**config.mk**
```make
export PLATFORM = sky130hd
export DESIGN_NAME = hftp_cordic_stage
export DESIGN_NICKNAME = d
export VERILOG_FILES = /design/src/rtl/hftp_pkg.sv /design/src/rtl/hftp_cordic_stage.sv
export SDC_FILE = /design/constraint.sdc
export NUM_CORES = 1
export LEC_CHECK = 0
export BUFFER_PORTS_ARGS = -buffer_cell sky130_fd_sc_hd__buf_2
export CORE_UTILIZATION = 50
export DETAILED_ROUTE_END_ITERATION = 8
export PLACE_DENSITY = 0.74
export SYNTH_ARGS = -nofsm -noshare
export SYNTH_HDL_FRONTEND = slang
export SYNTH_SLANG_ARGS = --single-unit
```
**constraint.sdc**
```tcl
create_clock -name clock -period 4.05 [get_ports clock]
set_input_delay 0.405 -clock clock [delete_from_list [all_inputs] [get_ports clock]]
set_output_delay 0.405 -clock clock [all_outputs]
set_load 0.05 [all_outputs]
```
**src/rtl/hftp_pkg.sv**
```systemverilog
// Shared definitions for the heading-from-two-points block: default widths,
// the CORDIC arctangent table and the control bundle of the pipeline.
// No dependencies.
`timescale 1ns / 1ps

package hftp_pkg;

   // Default configuration
   localparam int COORD_WIDTH_DEF   = 16;
   localparam int ANGLE_WIDTH_DEF   = 16;
   localparam int CORDIC_STAGES_DEF = 16;

   // Fixed-point details of the CORDIC datapath
   localparam int GUARD_BITS     = 24;
   localparam int GROWTH_BITS    = 2;
   localparam int TURN_BITS      = 32;
   localparam int TABLE_DEPTH    = 24;
   localparam logic [TURN_BITS-1:0] HALF_TURN = 32'h8000_0000;

   // How the heading of an item is formed at the end of the pipeline
   typedef enum logic [2:0] {
      KIND_NORMAL  = 3'd0,
      KIND_DEGEN   = 3'd1,
      KIND_ZERO    = 3'd2,
      KIND_HALF    = 3'd3,
      KIND_QUARTER = 3'd4,
      KIND_THREEQ  = 3'd5
   } kind_type;

   // Control that travels with each item through the stages
   typedef struct packed {
      logic     valid;
      kind_type kind;
   } ctl_type;

   // atan(2^-i) / (2 pi) * 2^32, rounded to nearest
   function automatic logic [TURN_BITS-1:0] atan_entry(input int unsigned idx);
      logic [TURN_BITS-1:0] val;
      case (idx)
         0:       val = 32'd536870912;
         1:       val = 32'd316933406;
         2:       val = 32'd167458907;
         3:       val = 32'd85004756;
         4:       val = 32'd42667331;
         5:       val = 32'd21354465;
         6:       val = 32'd10679838;
         7:       val = 32'd5340245;
         8:       val = 32'd2670163;
         9:       val = 32'd1335087;
         10:      val = 32'd667544;
         11:      val = 32'd333772;
         12:      val = 32'd166886;
         13:      val = 32'd83443;
         14:      val = 32'd41722;
         15:      val = 32'd20861;
         16:      val = 32'd10430;
         17:      val = 32'd5215;
         18:      val = 32'd2608;
         19:      val = 32'd1304;
         20:      val = 32'd652;
         21:      val = 32'd326;
         22:      val = 32'd163;
         23:      val = 32'd81;
         default: val = '0;
      endcase
      return val;
   endfunction

endpackage

```
**src/rtl/hftp_cordic_stage.sv**
```systemverilog
// One registered CORDIC vectoring iteration: shift-add on x/y and the
// matching arctangent step on the angle accumulator. Depends on hftp_pkg.
`timescale 1ns / 1ps

module hftp_cordic_stage
   import hftp_pkg::*;
#(
   parameter int XY_WIDTH = COORD_WIDTH_DEF + 1 + GUARD_BITS + GROWTH_BITS,
   parameter int STAGE    = 0
) (
   input  logic                       clock,
   input  logic                       reset,
   input  logic                       advance,
   input  ctl_type                    src_ctl,
   input  logic signed [XY_WIDTH-1:0] src_x,
   input  logic signed [XY_WIDTH-1:0] src_y,
   input  logic [TURN_BITS-1:0]       src_acc,
   output ctl_type                    dst_ctl,
   output logic signed [XY_WIDTH-1:0] dst_x,
   output logic signed [XY_WIDTH-1:0] dst_y,
   output logic [TURN_BITS-1:0]       dst_acc
);

   localparam logic [TURN_BITS-1:0] ATAN_STEP = atan_entry(STAGE);

   logic signed [XY_WIDTH-1:0] xs, ys;
   ctl_type                    ctl_ff;
   logic signed [XY_WIDTH-1:0] x_in, x_ff, y_in, y_ff;
   logic [TURN_BITS-1:0]       acc_in, acc_ff;

   // Rotate towards the x axis; y non-negative turns clockwise
   always_comb begin
      xs = src_x >>> STAGE;
      ys = src_y >>> STAGE;
      if (!src_y[XY_WIDTH-1]) begin
         x_in   = src_x + ys;
         y_in   = src_y - xs;
         acc_in = src_acc + ATAN_STEP;
      end else begin
         x_in   = src_x - ys;
         y_in   = src_y + xs;
         acc_in = src_acc - ATAN_STEP;
      end
   end

   // Hold on stall, advance otherwise
   always_ff @(posedge clock) begin
      if (reset) begin
         ctl_ff <= '0;
      end else if (advance) begin
         ctl_ff <= src_ctl;
      end
   end

   always_ff @(posedge clock) begin
      if (advance) begin
         x_ff   <= x_in;
         y_ff   <= y_in;
         acc_ff <= acc_in;
      end
   end

   assign dst_ctl = ctl_ff;
   assign dst_x   = x_ff;
   assign dst_y   = y_ff;
   assign dst_acc = acc_ff;

endmodule

```
---- Word level (Yosys, flattened, before mapping) ----
Cells that the tools add are included.
word-level totals
  register bits ........................... 122
  output and inout port bits .............. 122
  word-level logic and storage cells ...... 13
cells by class
  $add $sub $neg .......................... 5
  mux-type cells .......................... 3
operators by type and width
  cell                                                 count
  two-way mux 43 bit                                   2
  subtractor 43 bit                                    2
  adder 43 bit                                         1
  adder 32 x 30 -> 32 bit, second input constant       1
  two-way mux 32 bit                                   1
  subtractor 32 x 30 -> 32 bit, second input constant  1

---- Logic depth before layout (Yosys ltp) ----
Gate-level depths: netlist of the first run.
  depth in word-level cells ............... 2
  gate-level depth with buffers ........... 13
  gate-level depth less buffers ........... 12

---- Worst setup path after synthesis of the first run ----
Ideal clock, no wire load.
  kind .................................... input port to flip-flop
  start point ............................. input port src_x[12]
  end point ............................... register x_ff[36], in the netlist dst_x[36] (data pin)
  arrival ................................. 2659 ps
  required time ........................... 3791 ps
  slack ................................... 1132 ps
  stages on the path ...................... 12
  path buffers ............................ 1
  cell sequence ........................... inv_1 > ha_1 > buf_2 > or4_1 > or3_1 > clkinv_1 > nand4_2 > a31oi_4 > a221oi_2 > o31ai_2 > a21oi_1 > xnor2_1
between the ends
  cells in the longest elaborated chain, start to end .. 2
  elaborated cells on any way between the ends .. 3
  those cells by class .................... 2 x add/sub; 1 x mux
ends and longest elaborated chain
  what                                                      line                                              text
  start: declaration                                        hftp_cordic_stage.sv:15                           input logic signed [XY_WIDTH-1:0] src_x,
  adder 43 bit / subtractor 43 bit (equally long branches)  hftp_cordic_stage.sv:36, hftp_cordic_stage.sv:40
  two-way mux 43 bit (*)                                    hftp_cordic_stage.sv:35                           if (!src_y[XY_WIDTH-1]) begin
  via x_in[36]                                              hftp_cordic_stage.sv:28                           logic signed [XY_WIDTH-1:0] x_in, x_ff, y_in, y_ff;
  end signal: assignment                                    hftp_cordic_stage.sv:57                           x_ff <= x_in;
  end: declaration                                          hftp_cordic_stage.sv:28
Mark *: on every way through the listed nets, which the timed path passes. The rest lies on a longest branch.
A chain may end at the register's enable or synchronous reset.

---- Worst setup path after layout of the first run ----
  start point ............................. input port src_x[25]
  end point ............................... register y_ff[35], in the netlist dst_y[35] (data pin)
between the ends
  cells in the longest elaborated chain, start to end .. 2
  elaborated cells on any way between the ends .. 3
  those cells by class .................... 2 x add/sub; 1 x mux
ends and longest elaborated chain
  what                                                      line                                              text
  subtractor 43 bit / adder 43 bit (equally long branches)  hftp_cordic_stage.sv:37, hftp_cordic_stage.sv:41
  two-way mux 43 bit (*)                                    hftp_cordic_stage.sv:35
  via y_in[35]                                              hftp_cordic_stage.sv:28
  end signal: assignment                                    hftp_cordic_stage.sv:58                           y_ff <= y_in;
  end: declaration                                          hftp_cordic_stage.sv:28
Marked as above.

==> results of run 1 <==
-- flip-flops by register name (all words and copies together) (netlist names) --
signal	count
dst_x	43
dst_y	42
dst_acc	32
dst_ctl	4
-- cells in the final DEF (no fill, tap or decap), types with 16 or more instances in the layout --
cell type  instances
ha_1             126
o21ai_0           52
a21oi_1          146
o21ai_1           21
o21a_1            16
buf_2            244
inv_1            119
xnor2_1           76
buf_4             44
mux2i_1           26
edfxtp_1         117
nand2_1           66
nor2_1           111
a31oi_1           16
nor3_1            19
a21o_1            40
o211ai_1          18
nand3_1           19
nand4_1           17
clkbuf_16         17
-- area by class of cell --
class,count,share of cell area
Sequential cell,121,0.266
Inverter,130,0.0361
Clock inverter,15,0.0129
Multi-Input combinational cell,974,0.512
Clock buffer,17,0.0315
Timing Repair Buffer,289,0.116
Tap cell,280,0.0259
-- through the flow --
stage | utilization | cell area, um2 | total power [mW] | setup WS (ns)
detailed placement | 0.589 | 12900 | 3.95 | 0.363
CTS | 0.616 | 13500 | 5.54 | 0.789
finish | 0.616 | 13500 | 5.56 | 0.772
global route | 0.616 | 13500 | 5.77 | 0.586
floorplan | - | 11200 | 3.30 | 1.13
global placement | 0.589 | 12900 | 3.94 | 0.354
-- final timing paths --
check | to | slack [ns] | cells past startpoint
max reg2reg | dst_ctl[3] | 3.46 | 2
min | dst_acc[19] | 0.14 | 1
max | dst_y[35] | 0.77 | 11
min reg2reg | dst_ctl[2] | 0.49 | 2
-- power groups by stage --
stage / registers, mW / logic (mW) / clock network [mW]
after global routing: 1.68 / 2.44 / 1.65
after global placement: 1.69 / 2.25 / 0
after CTS: 1.66 / 2.28 / 1.60
after floorplan: 2.33 / 0.965 / 0
after detailed placement: 1.69 / 2.26 / 0
final: 1.66 / 2.31 / 1.58
-- routing by layer --
layer  vias up  track usage
li1       5147            -
met1      5105        0.465
met2       645        0.478
met3        68       0.0642
met4         0       0.0875
met5         -            0
-- cell usage after synthesis, types with 17 or more instances --
master	number	area, um2
clkbuf_1	33	124
xnor2_1	76	666
o21ai_0	52	260
edfxtp_1	117	3510
ha_1	126	1580
nand3_1	19	95.1
inv_1	119	447
nand2_1	66	248
a21o_1	40	300
mux2i_1	26	260
o21ai_1	21	105
nor2_1	111	417
a21oi_1	146	731
o211ai_1	18	135
nor3_1	19	95.1
nand4_1	17	106
-- critical path, delay by kind of cell --
family	cells	cell delay, ns
compound gates	2	0.35
xor+xnor	1	0.17
fa+ha+maj	1	0.62
buf+inv	2	0.14
mux	1	0.11
simple gates	4	1.65
-- cells by family (layout without fill, tap and decap cells) --
group | Yosys count | after routing
muxes | 26 | 26
AOI/OAI and AO/OA | 424 | 424
DFF | 121 | 121
xor gates and xnor gates | 84 | 84
and+or+nand+nor | 310 | 310
adders and majority gates | 130 | 130
buffers and inverters | 189 | 451
==> summary.txt, run 1 <==
Highest clock rate: 305 MHz
Xor and xnor area share after synthesis: 0.0654
Die Span Y: 152 um
Later-pin clock latency in the skew report: 0.42 ns
Via density: 6.00
Maxcap violations: 0
Synth Instances: 1284
Clock power frac: 0.285
Post-detail-place hpwl: 28700 um
Grt total ovfl: 0
Internal power: 3.18 mW
CP Launch Type: input pin
Final-report hold violation count: 0
Worst slew pin tran: 0.907 ns
Pre-Repair DR Iteration Count: 9
Crit. End Element: register
Pins Over Slew Limit: 0
Register share of total power: 0.299
Hold Path Class: input pin to register
Syn_nets: 1539
Synth Area in Adders: 0.147
Crit path from: src_x[25]
#FFs+latches synth: 121
Crit path time final: 3.28 ns
Routed length on met1: 16800 um
Synth unique cells: 83
NetSw: 2.38 mW
DR WL met2: 15800 um
Syn_area_per_cell: 8.76 um2
DRT antenna net count: 0
Multi-input combinational cell area: 6920 um2
CTS tree: yes
VDD IR max: 0.250 mV
Seq/Total Area, Yosys: 0.319
Critical path arrival: 3.46 ns
Initial antenna violation count: 0
Comb power frac: 0.417
Final setup viols: 0
Slew headroom: 0.395
Gr usage total: 0.319
Num CTS Buffers: 17
Routability cong.: 0.979
First-pass GRT wire length: 57800 um
# rows: 54
Post-synth EDFFs: 117
Layout cells sized above 1: 0.224
CTS H-Tree Depth: 4
Sw frac: 0.428
Crit path max fanout: 15
Worst Hold Launch: src_acc[19]
Synthesis Warnings: 0
Number of I/O pins: 247
Synth Flop Type: edfxtp_1
Final cell count without fillers: 1826
Clk_skew: 0 ns
Layout Nets: 1788
Status: finished, violations left
Worst-path clk slew: 0.07 ns
Tcrit/Tclk final: 0.809
RR Startpoint: dst_ctl[3]
Hold-fix buffers, CTS: 0
Failing checks: DRC
Postcts setup bufs: 0
# resized after CTS: 0
Die W: 152 um
Post-Place Cells: 1794
Clock tree sinks: 121
Combinational family with the most area after synthesis: compound AO/OA/AOI/OAI gates
Drt total wl: 37000 um
DRC Markers: 44
Setup tns final: 0 ns
Slowest stage delay, CP: 0.62 ns
Core area: 22000 um2
Vias in the first global route: 10500
Highest metal used: met4
Leak pwr: 6.18 nW
CP max stage cell: ha_1
WL met3: 3680 um
# fillers: 1995
Area grow syn2layout: 20.2%
Worst Hold Slack: 0.140 ns
Critical path, cell by cell: buf_2 -> inv_1 -> ha_1 -> nand4_1 -> or3_4 -> or3_1 -> or4_1 -> o221a_1 -> o21ai_1 -> mux2i_1 -> xnor2_1
Synth Area in Compound Gates: 0.247
Root Buffer: clkbuf_16
Largest net degree at the start of global routing: 65
Power Dens Cells: 411 nW/um2
Simple-Gate Fraction of Synth Area: 0.133
Buffers on Ports: 246
RSZ-0062 raised after global routing: no
CP Class: input pin to register
DRT iter0 DRCs: 1366
Starting Density: 0.512
Mux cell area share after synthesis: 0.0231
Via Count: 11000
Critical Path RT: 4.24 ns
Async SR Flop Fraction: 0
Sequential cell area: 3590 um2
Ant diodes: 0
Avg WL per Cell: 20.3 um
Mapped Area: 11200 um2
Die area: 23100 um2
CTS Buffer Depth: 2
No activity file was read; power rests on OpenSTA's default activity.
==> inputs of run 2 (changes only) <==
- ABC_AREA: default -> 1
- PLACE_DENSITY: 0.74 -> 0.75
- clock period: 4.05 -> 2.72 ns (I/O delays scaled with it)
==> summary.txt, run 2 <==
Post-detail-place hpwl: 46700 um (+63%)
Starting Density: 0.513 (+0.000967)
CTS tree: yes
Synth Instances: 2346 (+83%)
Avg WL per Cell: 18.1 um (-11%)
Via Count: 16600 (+51%)
Layout Nets: 2955 (+65%)
DRT antenna net count: 0 (unchanged)
# resized after CTS: 0 (unchanged)
Final core occ: 0.622 (+0.00619)
Via density: 5.36 (-11%)
DRC Markers: 0 (-100%)
CP Class: input pin to register
First-pass GRT wire length: 83300 um (+44%)
RSZ-0062 raised after global routing: no
Share of the synthesized area in the top cell type: 0.244 (-0.0686)
Core area: 28100 um2 (+28%)
Seq/Total Area, Yosys: 0.249 (-0.0702)
Hold path depth: 1 (unchanged)
Ant diodes: 0 (unchanged)
#FFs+latches synth: 121 (unchanged)
Root Buffer: clkbuf_16
Async SR Flop Fraction: 0 (unchanged)
Synth unique cells: 40 (-52%)
Synth cell count leaders: 837 x nand2_1, 424 x inv_1, 207 x nand3_1, 188 x nor2_1, 133 x a21oi_1
Vias in the first global route: 15500 (+48%)
GR Util met2: 0.648 (+0.169)
Gr usage total: 0.379 (+0.0603)
Crit. End Element: register
Clk_skew: 0 ns (unchanged)
Worst R2R End: dst_ctl[3]
GRT busiest layer: met2
DRT iter0 DRCs: 1641 (+20%)
Hold-fix buffers, CTS: 0 (unchanged)
Power Dens Cells: 512 nW/um2 (+25%)
Worst Hold Launch: src_acc[8]
Routability cong.: 1.05 (+6.8%)
Crit path time final: 2.56 ns
Highest clock rate: 391 MHz
Pins Over Slew Limit: 0 (unchanged)
Syn_nets: 2601 (+69%)
Synth Flop Type: edfxtp_1
Die area: 29500 um2 (+28%)
Drt total wl: 55900 um (+51%)
Met1 usage in global routing: 0.481 (+0.0154)
Max reg flops: 43 (unchanged)
Grt total ovfl: 0 (unchanged)
Synthesis Warnings: 0 (unchanged)
Synth area leader: edfxtp_1
Later-pin clock latency in the skew report: 0.43 ns (about the same)
CTS Buffer Depth: 2 (unchanged)
VDD IR max: 0.367 mV (+46%)
Dpl ws: -0.205 ns (-0.568 ns)
Worst slew pin tran: 0.797 ns (-0.110 ns)
Status: finished, final reports clean
Num CTS Buffers: 17 (unchanged)
Hold Path Class: input pin to register
Post-Layout Inst Area: 17500 um2 (+29%)
Crit path max fanout: 5 (-10)
Clock tree sinks: 121 (unchanged)
Largest cells by area after synthesis: edfxtp_1 24%, nand2_1 22%, inv_1 11%
Post-synth EDFFs: 117 (unchanged)
GR Util met3: 0.0465 (-0.0177)
Mapped Area: 14400 um2 (+28%)
Postcts setup bufs: 0 (unchanged)
Largest net degree at the start of global routing: 83 (+28%)
Initial antenna violation count: 1 (+1)
Leak pwr: 9.78 nW (+58%)
Final setup viols: 0 (unchanged)
Buffers on Ports: 246 (unchanged)
# rows: 61 (+13%)
Most common cell after layout, fill and taps aside: nand2_1
CTS H-Tree Depth: 4 (unchanged)
R2R Setup Slk: 2.14 ns (-1.32 ns)
Critical path arrival: 2.75 ns (-0.71 ns)
Final-report hold violation count: 0 (unchanged)
Worst hold endpoint: dst_acc[8]
Slew headroom: 0.468 (+0.0732)
Most frequent cell after synthesis: nand2_1
Most frequent cells in the layout: 837 x nand2_1, 424 x inv_1, 245 x buf_2, 207 x nand3_1, 188 x nor2_1
Die Span Y: 172 um (+13%)
Setup tns final: 0 ns (unchanged)
Maxcap violations: 0 (unchanged)
Die W: 172 um (+13%)
Layout cells sized above 1: 0.180 (-0.0446)
Worst-path clk slew: 0.06 ns (about the same)
Worst r2r path cells: 2 (unchanged)
Pre-Repair DR Iteration Count: 9 (unchanged)
CP Launch Type: input pin
Worst Setup Slack, final: 0.161 ns (-0.611 ns)
Placed cell area: 16900 um2 (+30%)
Area grow syn2layout: 21.2%
Syn_area_per_cell: 6.15 um2 (-30%)
Critical Path RT: 2.91 ns (-1.33 ns)
Number of I/O pins: 247 (unchanged)
RR Startpoint: dst_ctl[3]
Tcrit/Tclk final: 0.941
run 2: cell types whose count changed after synthesis, moves of 22 or more:
| cell | previous run | this run |
|---|---|---|
| inv_1 | 119 | 424 |
| xnor2_1 | 76 | 1 |
| buf_4 | 2 | 31 |
| a21o_1 | 40 | 0 |
| nor2_2 | 0 | 28 |
| nand2_1 | 66 | 837 |
| nor2_1 | 111 | 188 |
| clkbuf_1 | 33 | 6 |
| xor2_1 | 8 | 30 |
| nand3_1 | 19 | 207 |
| mux2i_1 | 26 | 0 |
run 2: worst max-delay path, stage by stage:
cell and delay (ns):
buf_2 0.11, inv_1 0.04, ha_1 0.29, fa_1 0.48
inv_1 0.22, nand3_1 0.10, nand2_1 0.24, nand2_1 0.09
nand2_1 0.18, inv_1 0.12, o21ai_2 0.22, nand2_1 0.12
nand2_1 0.07, nand2_1 0.04, nand3_1 0.07, nand2_1 0.07
run 2: worst max path at each step:
stage	startpoint	to	slack, ns	cells after the start
after floorplan	src_x[0]	dst_x[32]	0.65	15
after global placement	src_y[0]	dst_y[32]	-0.19	12
after detailed placement	src_x[0]	dst_x[32]	-0.20	16
after CTS	src_x[0]	dst_x[32]	0.24	16
after global routing	src_y[0]	dst_y[32]	0.07	12
final	src_x[0]	dst_x[32]	0.16	16
run 2: cells by family after synthesis:
kind of cell / after synthesis / share of synthesized area
AND/OR/NAND/NOR: 1316 / 0.377
AO/OA/AOI/OAI: 262 / 0.101
flip-flops: 121 / 0.249
buffers and inverters: 486 / 0.140
adder cells (fa/ha/maj): 130 / 0.115
XOR/XNOR: 31 / 0.0188
run 2: per-layer routing:
layer,vias to the layer above,part of all wire
met5,-,0
met4,0,0.041
met3,143,0.082
met2,870,0.46
met1,7522,0.42
li1,8042,-
run 2: final cells by class:
type | instances | area [um2]
clock buffers | 17 | 425
clock inverters | 15 | 190
fillers | 2755 | 10600
inverters | 428 | 1610
multi-input cells | 1739 | 8810
flip-flops and latches | 121 | 3590
well taps | 378 | 473
repair buffers | 393 | 2370
run 2: metrics by stage:
| step | hold WS [ns] | std cells | total power [mW] |
|---|---|---|---|
| CTS | 0.00239 | 3091 | 8.87 |
| floorplan | 0.341 | 2346 | 5.05 |
| finish | 0.00926 | 3091 | 8.95 |
| detailed placement | 0.452 | 3059 | 6.36 |
| global placement | 0.445 | 3059 | 6.30 |
| global route | 0.00357 | 3091 | 9.33 |
run 2: report_power, final:
| group | internal [mW] | switching (mW) |
|---|---|---|
| Sequential | 2.34 | 0.0693 |
| Combinational | 1.15 | 2.86 |
| Clock | 1.47 | 1.06 |
==> inputs of run 3 (changes only) <==
- GPL_TIMING_DRIVEN: default -> 0
==> summary.txt, run 3 (synthesis results as in run 2) <==
Critical path, cell by cell: buf_2 -> inv_1 -> ha_1 -> fa_1 -> o21ai_1 -> a21oi_1 -> o21ai_2 -> nand2_1 -> nand2_1 -> nand2_1 -> nand3_1 -> nand2_1
Most frequent cells in the layout: 837 x nand2_1, 424 x inv_1, 258 x buf_2, 207 x nand3_1, 188 x nor2_1
Gr usage total: 0.405 (+0.0258)
Layout cells sized above 1: 0.150 (-0.0298)
GRT busiest layer: met2
Worst R2R End: dst_ctl[3]
Status: finished, final reports clean
Largest net degree at the start of global routing: 74 (-11%)
# rows: 61 (unchanged)
GR Util met2: 0.641 (-0.00634)
Die Span Y: 172 um (unchanged)
Maxcap violations: 0 (unchanged)
Critical Path RT: 2.90 ns (about the same)
DRC Markers: 0 (unchanged)
CP top delay family: compound AO/OA/AOI/OAI gates
Post-detail-place hpwl: 49100 um (+5.0%)
RR Startpoint: dst_ctl[3]
Final-report hold violation count: 0 (unchanged)
Worst Hold Slack: 0.000251 ns (-0.00901 ns)
# resized after CTS: 0 (unchanged)
Met1 usage in global routing: 0.537 (+0.0561)
Root Buffer: clkbuf_16
Worst-path clk slew: 0.07 ns (about the same)
Final cell count without fillers: 3005 (-2.8%)
Buffers on Ports: 246 (unchanged)
Avg WL per Cell: 19.9 um (+10%)
Crit. End Element: register
Most common cell after layout, fill and taps aside: nand2_1
Pre-Repair DR Iteration Count: 7 (-2)
Crit path time final: 2.65 ns (+0.0944 ns)
Crit path from: src_y[0]
Highest clock rate: 377 MHz (-3.6%)
CTS tree: yes
Area grow syn2layout: 16.6%
Pins Over Slew Limit: 0 (unchanged)
Hold-fix buffers, CTS: 0 (unchanged)
Via Count: 16700 (+0.86%)
DRT iter0 DRCs: 2008 (+22%)
Hold Path Class: input pin to register
Setup tns final: 0 ns (unchanged)
Clk_skew: 0 ns (unchanged)
CP max stage cell: o21ai_1
Slowest stage delay, CP: 0.59 ns (+0.11 ns)
Layout Nets: 2868 (-2.9%)
CTS H-Tree Depth: 4 (unchanged)
CP Launch Type: input pin
Top cell by count, worst path: nand2_1
Max reg flops: 43 (unchanged)
VDD IR max: 0.326 mV (-11%)
Num CTS Buffers: 17 (unchanged)
Via density: 5.56 (+3.7%)
Vias in the first global route: 15400 (-0.82%)
CTS Buffer Depth: 2 (unchanged)
CP Class: input pin to register
First-pass GRT wire length: 86900 um (+4.3%)
Starting Density: 0.513 (unchanged)
Die W: 172 um (unchanged)
Core area: 28100 um2 (unchanged)
Worst setup path end: dst_y[24]
Leak pwr: 9.34 nW (-4.5%)
Dpl ws: -0.198 ns (+0.00684 ns)
Drt total wl: 59800 um (+7.0%)
Number of I/O pins: 247 (unchanged)
Worst Setup Slack, final: 0.0661 ns (-0.0944 ns)
RSZ-0062 raised after global routing: no
Post-Place Cells: 2971 (-2.9%)
Clock tree sinks: 121 (unchanged)
Initial antenna violation count: 3 (+2)
Final setup viols: 0 (unchanged)
Crit path max fanout: 5 (unchanged)
WP depth: 12 (-4)
Worst slew pin tran: 1.02 ns (+0.226 ns)
R2R Setup Slk: 2.11 ns (-0.03 ns)
Routability cong.: 1.10 (+5.7%)
Tcrit/Tclk final: 0.976 (+0.0347)
CP Buf/Inv Count: 2 (-2)
Worst r2r path cells: 2 (unchanged)
Power Dens Cells: 530 nW/um2 (+3.5%)
Grt total ovfl: 0 (unchanged)
Slew headroom: 0.318 (-0.151)
DRT antenna net count: 0 (unchanged)
Critical path arrival: 2.83 ns (+0.08 ns)
Later-pin clock latency in the skew report: 0.44 ns (about the same)
Postcts setup bufs: 0 (unchanged)
GR Util met3: 0.0642 (+0.0177)
Die area: 29500 um2 (unchanged)
-- run 3: per-stage QoR --
stage                     instance area [um2]   util  total power, mW
final                                   16800  0.598             8.91
after global routing                    16800  0.598             9.24
after detailed placement                16200  0.575             6.20
after CTS                               16800  0.598             8.79
after floorplan                         14400      -             5.05
after global placement                  16100  0.574             6.13
-- run 3: final cells by class --
type | count | area (um2)
flip-flops and latches | 121 | 3590
diodes | 1 | 2.50
clock inverters | 15 | 214
inverters | 428 | 1610
clock buffers | 17 | 425
plain buffers | 58 | 405
repair buffers | 248 | 1270
fillers | 2834 | 11300
multi-input cells | 1739 | 8810
well taps | 378 | 473
-- run 3: worst min-delay path by stage --
stage                      startpoint  slack [ns]     endpoint  depth (start not counted)
after global placement     dst_ctl[2]        0.44   dst_ctl[2]                          2
after global routing      src_acc[17]       0.004  dst_acc[17]                          1
after floorplan                 reset        0.34   dst_ctl[0]                          1
final                     src_acc[11]      0.0003  dst_acc[11]                          1
after CTS                  src_acc[5]       0.001   dst_acc[5]                          1
after detailed placement   src_acc[5]        0.45   dst_acc[5]                          1
-- run 3: report_power, final --
group | internal, mW | switching [mW]
logic | 0.998 | 2.89
registers | 2.34 | 0.0565
clock network | 1.56 | 1.06
total | 4.90 | 4.01
-- run 3: worst register-to-register path: cells and delay by family (launching register included) --
family,cells,cell delay (ns)
and+or+nand+nor,1,0.06
AOI/OAI and AO/OA,1,0.14
DFF,1,0.33
-- run 3: metal layers --
metal | wire, um | vias to the layer above
met5 | 26 | -
met4 | 2730 | 4
met3 | 6260 | 180
met2 | 26100 | 1069
met1 | 24700 | 7623
li1 | - | 7843
