## config.mk

```make
export PLATFORM = sky130hd
export DESIGN_NAME = hftp_front
export DESIGN_NICKNAME = d
export VERILOG_FILES = /design/src/rtl/hftp_pkg.sv /design/src/rtl/hftp_front.sv
export SDC_FILE = /design/constraint.sdc
export NUM_CORES = 1
export LEC_CHECK = 0
export CAP_MARGIN = 15
export CORE_MARGIN = 2
export CORE_UTILIZATION = 45
export DETAILED_ROUTE_END_ITERATION = 10
export DONT_BUFFER_PORTS = 1
export GPL_TIMING_DRIVEN = 0
export SKIP_CTS_REPAIR_TIMING = 1
export SLEW_MARGIN = 15
export SYNTH_ARGS = -nofsm -noshare
export SYNTH_HDL_FRONTEND = slang
export SYNTH_SLANG_ARGS = --single-unit
```

## constraint.sdc

```tcl
create_clock -name clock -period 3.4 [get_ports clock]
set_input_delay 0.17 -clock clock [delete_from_list [all_inputs] [get_ports clock]]
set_output_delay 0.17 -clock clock [all_outputs]
set_load 0.02 [all_outputs]
```

## src/rtl/hftp_pkg.sv

```systemverilog
// Shared definitions for the heading-from-two-points block: default widths,
// the CORDIC arctangent table and the control bundle of the pipeline.
// No dependencies.
`timescale 1ns / 1ps

package hftp_pkg;

   // Default configuration
   localparam int COORD_WIDTH_DEF   = 16;
   localparam int ANGLE_WIDTH_DEF   = 16;
   localparam int CORDIC_STAGES_DEF = 16;

   // Fixed-point details of the CORDIC datapath
   localparam int GUARD_BITS     = 24;
   localparam int GROWTH_BITS    = 2;
   localparam int TURN_BITS      = 32;
   localparam int TABLE_DEPTH    = 24;
   localparam logic [TURN_BITS-1:0] HALF_TURN = 32'h8000_0000;

   // How the heading of an item is formed at the end of the pipeline
   typedef enum logic [2:0] {
      KIND_NORMAL  = 3'd0,
      KIND_DEGEN   = 3'd1,
      KIND_ZERO    = 3'd2,
      KIND_HALF    = 3'd3,
      KIND_QUARTER = 3'd4,
      KIND_THREEQ  = 3'd5
   } kind_type;

   // Control that travels with each item through the stages
   typedef struct packed {
      logic     valid;
      kind_type kind;
   } ctl_type;

   // atan(2^-i) / (2 pi) * 2^32, rounded to nearest
   function automatic logic [TURN_BITS-1:0] atan_entry(input int unsigned idx);
      logic [TURN_BITS-1:0] val;
      case (idx)
         0:       val = 32'd536870912;
         1:       val = 32'd316933406;
         2:       val = 32'd167458907;
         3:       val = 32'd85004756;
         4:       val = 32'd42667331;
         5:       val = 32'd21354465;
         6:       val = 32'd10679838;
         7:       val = 32'd5340245;
         8:       val = 32'd2670163;
         9:       val = 32'd1335087;
         10:      val = 32'd667544;
         11:      val = 32'd333772;
         12:      val = 32'd166886;
         13:      val = 32'd83443;
         14:      val = 32'd41722;
         15:      val = 32'd20861;
         16:      val = 32'd10430;
         17:      val = 32'd5215;
         18:      val = 32'd2608;
         19:      val = 32'd1304;
         20:      val = 32'd652;
         21:      val = 32'd326;
         22:      val = 32'd163;
         23:      val = 32'd81;
         default: val = '0;
      endcase
      return val;
   endfunction

endpackage

```

## src/rtl/hftp_front.sv

```systemverilog
// Entry stage: coordinate differences, special-case sorting and the
// half-turn pre-rotation into the right half plane. Depends on hftp_pkg.
`timescale 1ns / 1ps

module hftp_front
   import hftp_pkg::*;
#(
   parameter int COORD_WIDTH = COORD_WIDTH_DEF,
   parameter int XY_WIDTH    = COORD_WIDTH_DEF + 1 + GUARD_BITS + GROWTH_BITS
) (
   input  logic                          clock,
   input  logic                          reset,
   input  logic                          advance,
   input  logic                          src_valid,
   input  logic signed [COORD_WIDTH-1:0] from_x,
   input  logic signed [COORD_WIDTH-1:0] from_z,
   input  logic signed [COORD_WIDTH-1:0] to_x,
   input  logic signed [COORD_WIDTH-1:0] to_z,
   output ctl_type                       dst_ctl,
   output logic signed [XY_WIDTH-1:0]    dst_x,
   output logic signed [XY_WIDTH-1:0]    dst_y,
   output logic [TURN_BITS-1:0]          dst_acc
);

   logic signed [COORD_WIDTH:0]   dx;
   logic signed [COORD_WIDTH:0]   dz;
   logic signed [XY_WIDTH-1:0]    dx_scaled;
   logic signed [XY_WIDTH-1:0]    dz_scaled;
   kind_type                      kind;
   ctl_type                       ctl_in, ctl_ff;
   logic signed [XY_WIDTH-1:0]    x_in, x_ff, y_in, y_ff;
   logic [TURN_BITS-1:0]          acc_in, acc_ff;

   // Form the exact differences and scale them by the guard bits
   always_comb begin
      dx        = (COORD_WIDTH+1)'(to_x) - (COORD_WIDTH+1)'(from_x);
      dz        = (COORD_WIDTH+1)'(to_z) - (COORD_WIDTH+1)'(from_z);
      dx_scaled = XY_WIDTH'(dx) <<< GUARD_BITS;
      dz_scaled = XY_WIDTH'(dz) <<< GUARD_BITS;
   end

   // Sort out the axis cases, which bypass the CORDIC result
   always_comb begin
      if (dx == '0 && dz == '0) begin
         kind = KIND_DEGEN;
      end else if (dx == '0) begin
         kind = dz[COORD_WIDTH] ? KIND_HALF : KIND_ZERO;
      end else if (dz == '0) begin
         kind = dx[COORD_WIDTH] ? KIND_THREEQ : KIND_QUARTER;
      end else begin
         kind = KIND_NORMAL;
      end
   end

   // Pre-rotate by a half turn when dz is negative
   always_comb begin
      ctl_in.valid = src_valid;
      ctl_in.kind  = kind;
      if (dz[COORD_WIDTH]) begin
         x_in   = -dz_scaled;
         y_in   = -dx_scaled;
         acc_in = HALF_TURN;
      end else begin
         x_in   = dz_scaled;
         y_in   = dx_scaled;
         acc_in = '0;
      end
   end

   // Hold on stall, advance otherwise
   always_ff @(posedge clock) begin
      if (reset) begin
         ctl_ff <= '0;
      end else if (advance) begin
         ctl_ff <= ctl_in;
      end
   end

   always_ff @(posedge clock) begin
      if (advance) begin
         x_ff   <= x_in;
         y_ff   <= y_in;
         acc_ff <= acc_in;
      end
   end

   assign dst_ctl = ctl_ff;
   assign dst_x   = x_ff;
   assign dst_y   = y_ff;
   assign dst_acc = acc_ff;

endmodule

```

== After elaboration in Yosys (flattened, before gate mapping) ==
Cells that the tools add are included.

* Flip-flop bits (word level): 122
* Output and inout bits: 122
* Input port bits: 68
* Logic and storage cells: 22

* Muxes and demuxes: 8
* Add/subtract/negate cells: 4
* Reductions and logical operators: 3

{| class="wikitable"
|+ Operators with widths
! operator !! count
|-
| $neg A41 Y43 || 2
|-
| $mux W43 || 1
|-
| $mux W40 || 1
|-
| $logic_not A17 Y1 || 2
|-
| $sub A16 B16 Y17 || 2
|-
| $mux W32 || 1
|-
| $mux W3 || 3
|-
| $mux W1 || 2
|-
| $logic_and A1 B1 Y1 || 1
|}

== Longest topological paths before layout ==
Gate-level depths: netlist (run 1).

* Word-level depth: 5
* Depth in mapped cells: 14
* Gate-level depth less buffers: 14

== Least setup slack after synthesis (run 1) ==
No wires, ideal clock.

* Kind: input to register
* Start: input to_z[0]
* End: register x_ff[40] (netlist: dst_x[40]) (data pin)
* Data required time: 3145 ps
* Setup slack: 379 ps
* Buffers on the path: 0
* Arrival: 2767 ps
* Stages on the path: 13
* Setup time: 255 ps
* Cells stage by stage: inv_1 -> ha_1 -> fa_1 -> nor2b_1 -> o21a_1 -> nor2_1 -> o32ai_1 -> nand4b_1 -> nor4_1 -> nand3_1 -> nor3_1 -> ha_1 -> and2_1

* Cells in the longest elaborated chain, start to end: 2

{| class="wikitable"
|+ RTL lines
! what !! line !! text
|-
| from (decl) || hftp_front.sv:18 || <nowiki>input logic signed [COORD_WIDTH-1:0] to_z,</nowiki>
|-
| $sub A16 B16 Y17 (*) || hftp_front.sv:37 || <nowiki>dz = (COORD_WIDTH+1)'(to_z) - (COORD_WIDTH+1)'(from_z);</nowiki>
|-
| $neg A41 Y43 || hftp_front.sv:60 || <nowiki>x_in = -dz_scaled;</nowiki>
|-
| to (signal assigned) || hftp_front.sv:81 || <nowiki>x_ff <= x_in;</nowiki>
|-
| to (decl) || hftp_front.sv:31 || <nowiki>logic signed [XY_WIDTH-1:0] x_in, x_ff, y_in, y_ff;</nowiki>
|}

Mark *: on every way between the ends. The rest lies on a longest branch, timed or not.
A chain may end at the register's enable or synchronous reset.

== Worst setup path in the final report (run 1) ==
* Start: input to_x[0]
* End: register y_ff[40] (netlist: dst_y[40]) (data pin)

* Cells in the longest elaborated chain, start to end: 3

{| class="wikitable"
|+ RTL lines
! what !! line !! text
|-
| from (decl) || hftp_front.sv:17 || <nowiki>input logic signed [COORD_WIDTH-1:0] to_x,</nowiki>
|-
| $sub A16 B16 Y17 (*) || hftp_front.sv:36 || <nowiki>dx = (COORD_WIDTH+1)'(to_x) - (COORD_WIDTH+1)'(from_x);</nowiki>
|-
| $neg A41 Y43 || hftp_front.sv:61 || <nowiki>y_in = -dx_scaled;</nowiki>
|-
| $mux W43 (*) || hftp_front.sv:59 || <nowiki>if (dz[COORD_WIDTH]) begin</nowiki>
|-
| named net y_in[40] || hftp_front.sv:31 ||
|-
| to (signal assigned) || hftp_front.sv:82 || <nowiki>y_ff <= y_in;</nowiki>
|-
| to (decl) || hftp_front.sv:31 ||
|}

The timed path passes the listed nets; every way through them passes the cells marked *.

==> impl_metrics.tcl, run 1 <==
set metrics [dict create \
    outcome "complete, no violations" \
    dp.cells 736 \
    drtAntennaViolNets 0 \
    tightest_slew_ns 1.23 \
    power.switching_w 0.000832 \
    wl_um 9830 \
    fin_nets 720 \
    io_buffers 0 \
    cts-root-buf "clkbuf_8" \
    leakage_nw 2.47 \
    endpoint "dst_y[40]" \
    die_w_um 105 \
    grt_max_degree 47 \
    drc_errors 0 \
    ir_worst_vdd_uv 271 \
    cts.sinks 43 \
    cp_num_buf_inv 1 \
    crit_top_cell "ha_1" \
    synth_top_area_cell "edfxtp_1" \
    comb_power_share_pct 38.5 \
    arrival_ns 3.19 \
    syn_avg_cell_area_um2 8.83 \
    switching_share_pct 39.4 \
    endpoint_kind "flip-flop" \
    crit_family "compound AO/OA/AOI/OAI gates" \
    maxSlewViolCount 0 \
    drv_cap 0 \
    rows 36 \
    synth_cell_type_count 72 \
    netlist.area_leader.share_pct 25.4 \
    synth_top_family_by_area "compound AO/OA/AOI/OAI gates" \
    n_antenna_cell 0 \
    seq_area_frac_synth_pct 27.1 \
    final_cell_count_no_fill 746 \
    yosys.area_share.simple_pct 14.7 \
    cpMaxStageDelayCell "a211oi_1" \
    drive_above_1_share_pct 17.9 \
    place_hpwl_um 7960 \
    place.gp.congestion 0.894 \
    dr.pass1.iters 4 \
    synthAdderAreaFrac_pct 11.2 \
    dieArea_mm2 0.0111 \
    final-hold-violation-count 0 \
    power_density_mw_per_mm2 401 \
    wl_per_cell_um 13.2 \
    synth_area_leaders "edfxtp_1, buf_4, ha_1" \
    cts_tree "done" \
    vias_per_cell 4.84 \
    grtUsageTotal_pct 16.1 \
    r2r_end "dst_ctl[0]" \
    syn-cell-area_mm2 0.00462 \
    synth_common_cells "buf_4, inv_1, edfxtp_1" \
    period_needed_ns 3.16 \
    synth_edf_count 39 \
    grt_pass1_wl_um 14900 \
    synth-seq-cells 43 \
    hold_path.class "in -> reg" \
    cts.clk_slew.worst_paths_ns 0.08 \
    cp_num_cells 13 \
    h-tree-depth 2 \
    path_class "in -> reg" \
    synth_flop_cell "edfxtp_1" \
    setup_violations 0 \
    ios 190 \
    rsz0062_at_grt "no" \
    cts-buffers-inserted 5 \
    area_delta_synth_final_pct 14.0 \
    power_w 0.00211 \
    slowest_delay_ns 0.49 \
    slew_headroom_pct 17.0 \
    synthMuxAreaShare_pct 0.678 \
    synth_cells 523 \
    cp-start-kind "input pin" \
    die_y_um 105 \
    timing.critical_path.from "to_x[0]" \
    vias 3610 \
    rr_worst_depth 2 \
    p_seq_share_pct 42.6 \
    crit_fanout 4 \
    clockBufferDepth 2 \
    intPower_w 0.00128 \
    power.clock.fraction_pct 18.8 \
    yosysMostFrequentCell "buf_4" \
    reg2reg_setup_slack_ns 2.55 \
    cp.required_ns 3.43 \
    grt_overflow_total 0 \
    grt_pass1_vias 3145 \
    synth_xor_area_share_pct 10.2 \
    ys_warn_count 0 \
    fmax_ghz 0.316 \
    crit_path_cell_trace "inv_1 > ha_1 > fa_1 > nand2b_1 > a21o_1 > a211oi_1 > o32ai_1 > xnor2_1 > nand4_1 > nor4_2 > ha_1 > nor2_1 > a21oi_1" \
    async_flop_share_pct 0 \
    clk_latency_ns 0.29 \
    drtIter0Drc 171 \
    r2r-start "dst_ctl[0]" \
    synth-compound-area-share_pct 18.5 \
    antenna_found_initial 0 \
    fin_crit_sh_pct 93.0 \
    clock_skew_ns 0 \
    fill_cells 922 \
    coreArea_mm2 0.00986 \
    initial_core_util_pct 46.8 \
]
==> layer usage <==
| metal | vias to the layer above | track usage, % | wire length (µm) |
|---|---|---|---|
| li1 | 1867 | - | - |
| met1 | 1601 | 23.9 | 4670 |
| met2 | 138 | 24.7 | 4380 |
| met3 | 4 | 4.08 | 754 |
| met4 | 0 | 1.14 | 23 |
| met5 | - | 0 | 0 |
==> worst reg2reg max path, stage by stage, from the launching register on <==
cell	delay, ns
dfxtp_1	0.47
nor2_1	0.08
a311oi_1	0.22
==> power groups by stage <==
| stage | registers (W) | logic, W | clock network, W |
|---|---|---|---|
| floorplan | 0.000885 | 0.000672 | 0 |
| global placement | 0.000917 | 0.000767 | 0 |
| detailed placement | 0.000917 | 0.000785 | 0 |
| CTS | 0.000906 | 0.000787 | 0.000407 |
| global route | 0.000912 | 0.000901 | 0.000426 |
| finish | 0.000901 | 0.000815 | 0.000398 |
==> state kept, by name, summed over array words and instances (netlist names) <==
register and cells:
dst_y 19, dst_ctl 4, dst_x 19, dst_acc 1
==> layout make-up <==
class / instances / area, µm² / area share (%)
clock buffers: 5 / 68.8 / 1.31
multi-input cells: 424 / 2890 / 55.0
well taps: 133 / 166 / 3.16
flip-flops and latches: 43 / 1250 / 23.8
plain buffers: 87 / 627 / 11.9
clock inverters: 3 / 43.8 / 0.832
inverters: 49 / 184 / 3.49
repair buffers: 2 / 30.0 / 0.570
==> worst min path at each step <==
stage / from / to / depth (start not counted)
after floorplan: reset / dst_ctl[1] / 1
after global placement: reset / dst_ctl[1] / 1
after detailed placement: reset / dst_ctl[1] / 1
after CTS: reset / dst_ctl[2] / 1
after global routing: advance / dst_ctl[1] / 2
final: advance / dst_ctl[2] / 2
==> layout by cell type, fill, tap and decap left out, types with 8 or more instances in the layout <==
cell	synthesis	final
a21o_1	11	11
and2_1	8	8
a21oi_1	27	27
ha_1	38	38
buf_4	79	79
edfxtp_1	39	39
nand3_1	10	10
conb_1	1	81
xnor2_1	38	38
nand2b_1	14	14
nor2_1	34	34
xor2_1	16	16
o21ai_0	16	16
inv_1	49	49
nand2_1	21	21
nor3_1	11	11
==> stage by stage <==
stage,hold WS [ns],area [µm²],util (%),setup slack (ns),setup TNS [ns]
after floorplan,0.239,4920,-,0.379,0
after global routing,0.0327,5260,53.4,0.00990,0
after detailed placement,0.242,5080,51.5,-0.267,-1.12
final,0.0375,5260,53.4,0.239,0
after CTS,-0.0757,5200,52.7,0.0341,0
after global placement,0.240,5080,51.5,-0.236,-0.716
==> kinds of logic after synthesis <==
family	after synthesis
buffers and inverters	136
AND/OR/NAND/NOR	130
AO/OA/AOI/OAI	116
XOR/XNOR	54
flip-flops	43
adder cells (fa/ha/maj)	40
multiplexers	3
other	1
(Power assumes the default switching activity.)
==> run 2: changes to the inputs <==
ABC_AREA = 1   (was unset)
clock period = 2.9 ns   (was 3.4 ns; I/O delays follow)
==> run 2 against run 1 <==
Final cell count grew 28%. Via count grew 18%. Global-route usage grew 1.7 points. Clock power grew 23%. Die area grew 6.4%. Wire length grew 11%. Utilization shrank 1.5 points. Critical path depth grew 4. Non-clock buffer count shrank 2.
==> impl_metrics.tcl, run 2 <==
set metrics [dict create \
    netlist.area_leader.share_pct 23.8 \
    grt_max_degree 45 \
    fin_crit_sh_pct 87.4 \
    synth_flop_cell "edfxtp_1" \
    final-hold-violation-count 0 \
    crit_fanout 3 \
    dieArea_mm2 0.0118 \
    syn_avg_cell_area_um2 6.84 \
    seq_area_frac_synth_pct 25.4 \
    synth_top_area_cell "edfxtp_1" \
    fin_nets 919 \
    maxSlewViolCount 0 \
    synth_edf_count 39 \
    power.clock.fraction_pct 19.1 \
    die_y_um 109 \
    place.gp.congestion 0.850 \
    final_cell_mix "nand2_1, inv_1, conb_1" \
    drc_errors 0 \
    path_class "in -> reg" \
    grt_pass1_vias 3731 \
    cts.sinks 43 \
    cp_num_buf_inv 2 \
    endpoint_kind "flip-flop" \
    rr_worst_depth 2 \
    r2r_end "dst_ctl[2]" \
    initial_core_util_pct 45.8 \
    grt_pass1_wl_um 17000 \
    area_delta_synth_final_pct 13.1 \
    intPower_w 0.00150 \
    power_density_mw_per_mm2 459 \
    arrival_ns 2.59 \
    slowest_delay_ns 0.41 \
    dr.pass1.iters 5 \
    period_needed_ns 2.54 \
    drtIter0Drc 203 \
    yosysMostFrequentCell "nand2_1" \
    antenna_found_initial 0 \
    io_buffers 0 \
    syn-cell-area_mm2 0.00493 \
    crit_family "simple AND/OR/NAND/NOR gates" \
    hold_path.class "in -> reg" \
    async_flop_share_pct 0 \
    synth_common_cells "nand2_1, inv_1, buf_4" \
    setup_tns_ns 0 \
    outcome "complete, no violations" \
    pre_cts_ws_ns 0.0914 \
    holdWs_ns 0.0345 \
    drtAntennaViolNets 0 \
    comb_power_share_pct 40.1 \
    setup_violations 0 \
    synth_cells 720 \
    reg2reg_setup_slack_ns 2.13 \
    timing.critical_path.from "to_x[0]" \
    ios 190 \
    cp_num_cells 17 \
    switching_share_pct 41.2 \
    ys_warn_count 0 \
    clk_latency_ns 0.30 \
    vias 4271 \
    cp.required_ns 2.95 \
    drive_above_1_share_pct 16.3 \
    n_antenna_cell 0 \
    grt_overflow_total 0 \
    rows 38 \
    h-tree-depth 2 \
    ir_worst_vdd_uv 278 \
    r2r-start "dst_ctl[2]" \
    p_seq_share_pct 40.9 \
    clockBufferDepth 2 \
    fmax_ghz 0.394 \
    rsz0062_at_grt "no" \
    die_w_um 109 \
    cts-root-buf "clkbuf_8" \
    power.switching_w 0.00105 \
    vias_per_cell 4.49 \
    grtUsageTotal_pct 17.9 \
    drv_cap 0 \
    leakage_nw 3.13 \
    final_common_cell "nand2_1" \
    coreArea_mm2 0.0107 \
    cpMaxStageDelayCell "fa_1" \
    synth_area_leaders "edfxtp_1, nand2_1, buf_4" \
    place_hpwl_um 9120 \
    crit_path_cell_trace "inv_1 > ha_1 > fa_1 > inv_1 > nand3_1 > nand2_1 > nand2_1 > nand2_1 > nand3_1 > nor2_2 > nand2_1 > nor2_2 > nand4_1 > nor3_1 > ha_1 > nand2_1 > nand2_1" \
    wl_per_cell_um 11.5 \
    cp-start-kind "input pin" \
    synth-seq-cells 43 \
    crit_top_cell "nand2_1" \
    endpoint "dst_y[40]" \
    wl_um 10900 \
    cts-buffers-inserted 5 \
    clock_skew_ns 0 \
    cts.clk_slew.worst_paths_ns 0.09 \
    cts_tree "done" \
    worst_slack_ns 0.365 \
    synth_cell_type_count 34 \
]
-- run 2: cell count changes in the layout (fill, tap and decap cells not counted), sizes merged, moves of 10 or more --
cell    delta
nand2b    -14
nand2    +193
inv       +72
nand3     +45
nor2      +31
a21o      -10
xnor2     -25
-- run 2: power by group through the flow --
| stage | combinational, W | sequential, W | clock [W] |
|---|---|---|---|
| 4_1_cts | 0.00100 | 0.00105 | 0.000502 |
| 3_3_place_gp | 0.000983 | 0.00106 | 0 |
| 3_5_place_dp | 0.00100 | 0.00106 | 0 |
| 2_1_floorplan | 0.000837 | 0.00103 | 0 |
| 5_1_grt | 0.00116 | 0.00106 | 0.000521 |
| 6_report | 0.00102 | 0.00104 | 0.000488 |
-- run 2: logic make-up after synthesis --
logic type	share of synthesized area, %
and+or+nand+nor	32.4
buffers and inverters	22.1
AOI/OAI and AO/OA	5.61
DFF	25.4
adders and majority gates	10.5
xor gates and xnor gates	3.89
other	0.0761
-- run 2: worst min path at each step --
stage | startpoint | to | slack [ns] | cells past startpoint
detailed placement | reset | dst_ctl[0] | 0.22 | 1
finish | advance | dst_ctl[3] | 0.03 | 2
floorplan | reset | dst_ctl[0] | 0.21 | 1
CTS | reset | dst_ctl[0] | -0.11 | 1
global route | reset | dst_ctl[3] | 0.03 | 3
global placement | reset | dst_ctl[0] | 0.21 | 1
-- run 2: per-stage QoR --
step                      instance area [µm²]  instances  utilization (%)  total power, W
final                                    5570        952             51.8         0.00256
after global placement                   5400        940             50.3         0.00205
after floorplan                          5230        800                -         0.00187
after CTS                                5520        948             51.4         0.00255
after global routing                     5570        952             51.8         0.00274
after detailed placement                 5400        940             50.3         0.00206
-- run 2: final cells by class --
type	count	area [µm²]
Clock buffer	6	82.6
Fill cell	1100	5180
Clock inverter	2	35.0
Sequential cell	43	1250
Buffer	83	634
Timing Repair Buffer	4	50.0
Inverter	121	457
Tap cell	140	175
Multi-Input combinational cell	553	2880
-- run 2: routing by layer --
layer | global-route usage, % | up-vias | wire, µm
met4 | 2.93 | 0 | 74
met1 | 25.3 | 1831 | 5290
met3 | 3.59 | 8 | 817
met5 | 0 | - | 0
li1 | - | 2284 | -
met2 | 28.7 | 148 | 4730
==> run 3: changes to the inputs <==
==> constraint.sdc (replaced) <==
create_clock -name clock -period 2.9 [get_ports clock]
set_input_delay 0.29 -clock clock [delete_from_list [all_inputs] [get_ports clock]]
set_output_delay 0.29 -clock clock [all_outputs]
set_load 0.02 [all_outputs]
==> run 3 against run 2 <==
Wire length is 1.2% lower. Power shrank 0.46%. Register-to-register slack is essentially flat. Critical path depth unchanged. Clock skew did not move. Critical endpoint unchanged.
==> impl_metrics.tcl, run 3 (synthesis gave the netlist of run 2 again) <==
set metrics [dict create \
    cp.required_ns 2.96 \
    die_w_um 109 \
    path_class "in -> reg" \
    h-tree-depth 2 \
    leakage_nw 3.11 \
    setup_violations 0 \
    io_buffers 0 \
    cts-root-buf "clkbuf_8" \
    grtUsageTotal_pct 17.9 \
    place.gp.congestion 0.850 \
    rows 38 \
    fmax_ghz 0.388 \
    ir_worst_vdd_uv 280 \
    seq_area_mm2 0.00125 \
    crit_fanout 3 \
    grt_pass1_wl_um 17000 \
    dieArea_mm2 0.0118 \
    power.clock.fraction_pct 19.3 \
    vias 4245 \
    hold_path.class "in -> reg" \
    cp-start-kind "input pin" \
    power_density_mw_per_mm2 461 \
    clock_skew_ns 0 \
    cts-buffers-inserted 5 \
    clockBufferDepth 2 \
    r2r-start "dst_ctl[2]" \
    grt_pass1_vias 3731 \
    power.switching_w 0.00105 \
    cts_tree "done" \
    grt_overflow_total 0 \
    comb_power_share_pct 39.6 \
    vias_per_cell 4.48 \
    cts.clk_slew.worst_paths_ns 0.09 \
    power_w 0.00254 \
    drive_above_1_share_pct 16.3 \
    worst_slack_ns 0.321 \
    arrival_ns 2.64 \
    drtAntennaViolNets 0 \
    cpMaxStageDelayCell "fa_1" \
    place_hpwl_um 9120 \
    ios 190 \
    holdWs_ns 0.0427 \
    period_needed_ns 2.58 \
    timing.critical_path.from "to_x[0]" \
    grt_max_degree 45 \
    p_seq_share_pct 41.1 \
    crit_top_cell "nand2_1" \
    crit_path_cell_trace "inv_1 > ha_1 > fa_1 > inv_1 > nand3_1 > nand2_1 > nand2_1 > nand2_1 > nand3_1 > nor2_2 > nand2_1 > nor2_2 > nand4_1 > nor3_2 > ha_1 > nand2_1 > nand2_1" \
    dr.pass1.iters 4 \
    drv_cap 0 \
    endpoint_kind "flip-flop" \
    post-route-util_pct 51.4 \
    fill_cells 1105 \
    slowest_delay_ns 0.41 \
    hp-start "reset" \
    final_common_cell "nand2_1" \
    coreArea_mm2 0.0107 \
    fin_nets 915 \
    final-hold-violation-count 0 \
    switching_share_pct 41.2 \
    n_antenna_cell 0 \
    rsz0062_at_grt "no" \
    die_y_um 109 \
    fin_crit_sh_pct 88.9 \
    drtIter0Drc 213 \
    initial_core_util_pct 45.8 \
    area_delta_synth_final_pct 12.1 \
    clk_latency_ns 0.30 \
    pre_cts_ws_ns -0.0536 \
    final_cell_mix "nand2_1, inv_1, conb_1" \
    multi_input_area_mm2 0.00289 \
    antenna_found_initial 0 \
    intPower_w 0.00150 \
    wl_per_cell_um 11.4 \
    drc_errors 0 \
    maxSlewViolCount 0 \
    wl_um 10800 \
    outcome "complete, no violations" \
    cts.sinks 43 \
]
==> run 3: worst paths after layout <==
check / cells after the start / slack [ns] / to
setup / recovery: 17 / 0.32 / dst_y[40]
hold / removal: 1 / 0.04 / dst_ctl[0]
setup reg to reg: 2 / 2.13 / dst_ctl[2]
hold reg to reg: 2 / 0.56 / dst_ctl[0]
==> run 3: worst max-delay path, delay by kind of cell <==
family	cells	cell delay, ns
buffers and inverters	2	0.14
adders and majority gates	3	0.85
and+or+nand+nor	12	1.36
==> run 3: cell type report <==
| cell class | instances | area share [%] |
|---|---|---|
| buffer | 83 | 11.5 |
| clock buffer | 6 | 1.49 |
| multi-input combinational | 553 | 52.3 |
| tap | 140 | 3.17 |
| clock inverter | 2 | 0.634 |
| inverter | 121 | 8.27 |
| sequential | 43 | 22.7 |
==> run 3: power groups by stage <==
stage	Sequential (W)	Clock (W)	Combinational (W)
final	0.00105	0.000492	0.00101
after global routing	0.00106	0.000522	0.00114
after CTS	0.00105	0.000502	0.00100
after detailed placement	0.00106	0	0.00100
after global placement	0.00106	0	0.000983
after floorplan	0.00103	0	0.000837
==> run 3: stage by stage <==
stage,cell area (µm²),setup TNS [ns],std cells
floorplan,5230,0,800
global placement,5400,0,940
detailed placement,5400,-0.0536,940
CTS,5520,0,948
global route,5520,0,948
finish,5520,0,948
==> run 3: metal layers <==
metal	part of all wire (%)	global-route usage (%)	up-vias	routed length (µm)
li1	-	-	2276	-
met1	49	25.3	1821	5270
met2	43	28.7	143	4640
met3	7.5	3.59	5	809
met4	0.51	2.93	0	55
met5	0	0	-	0
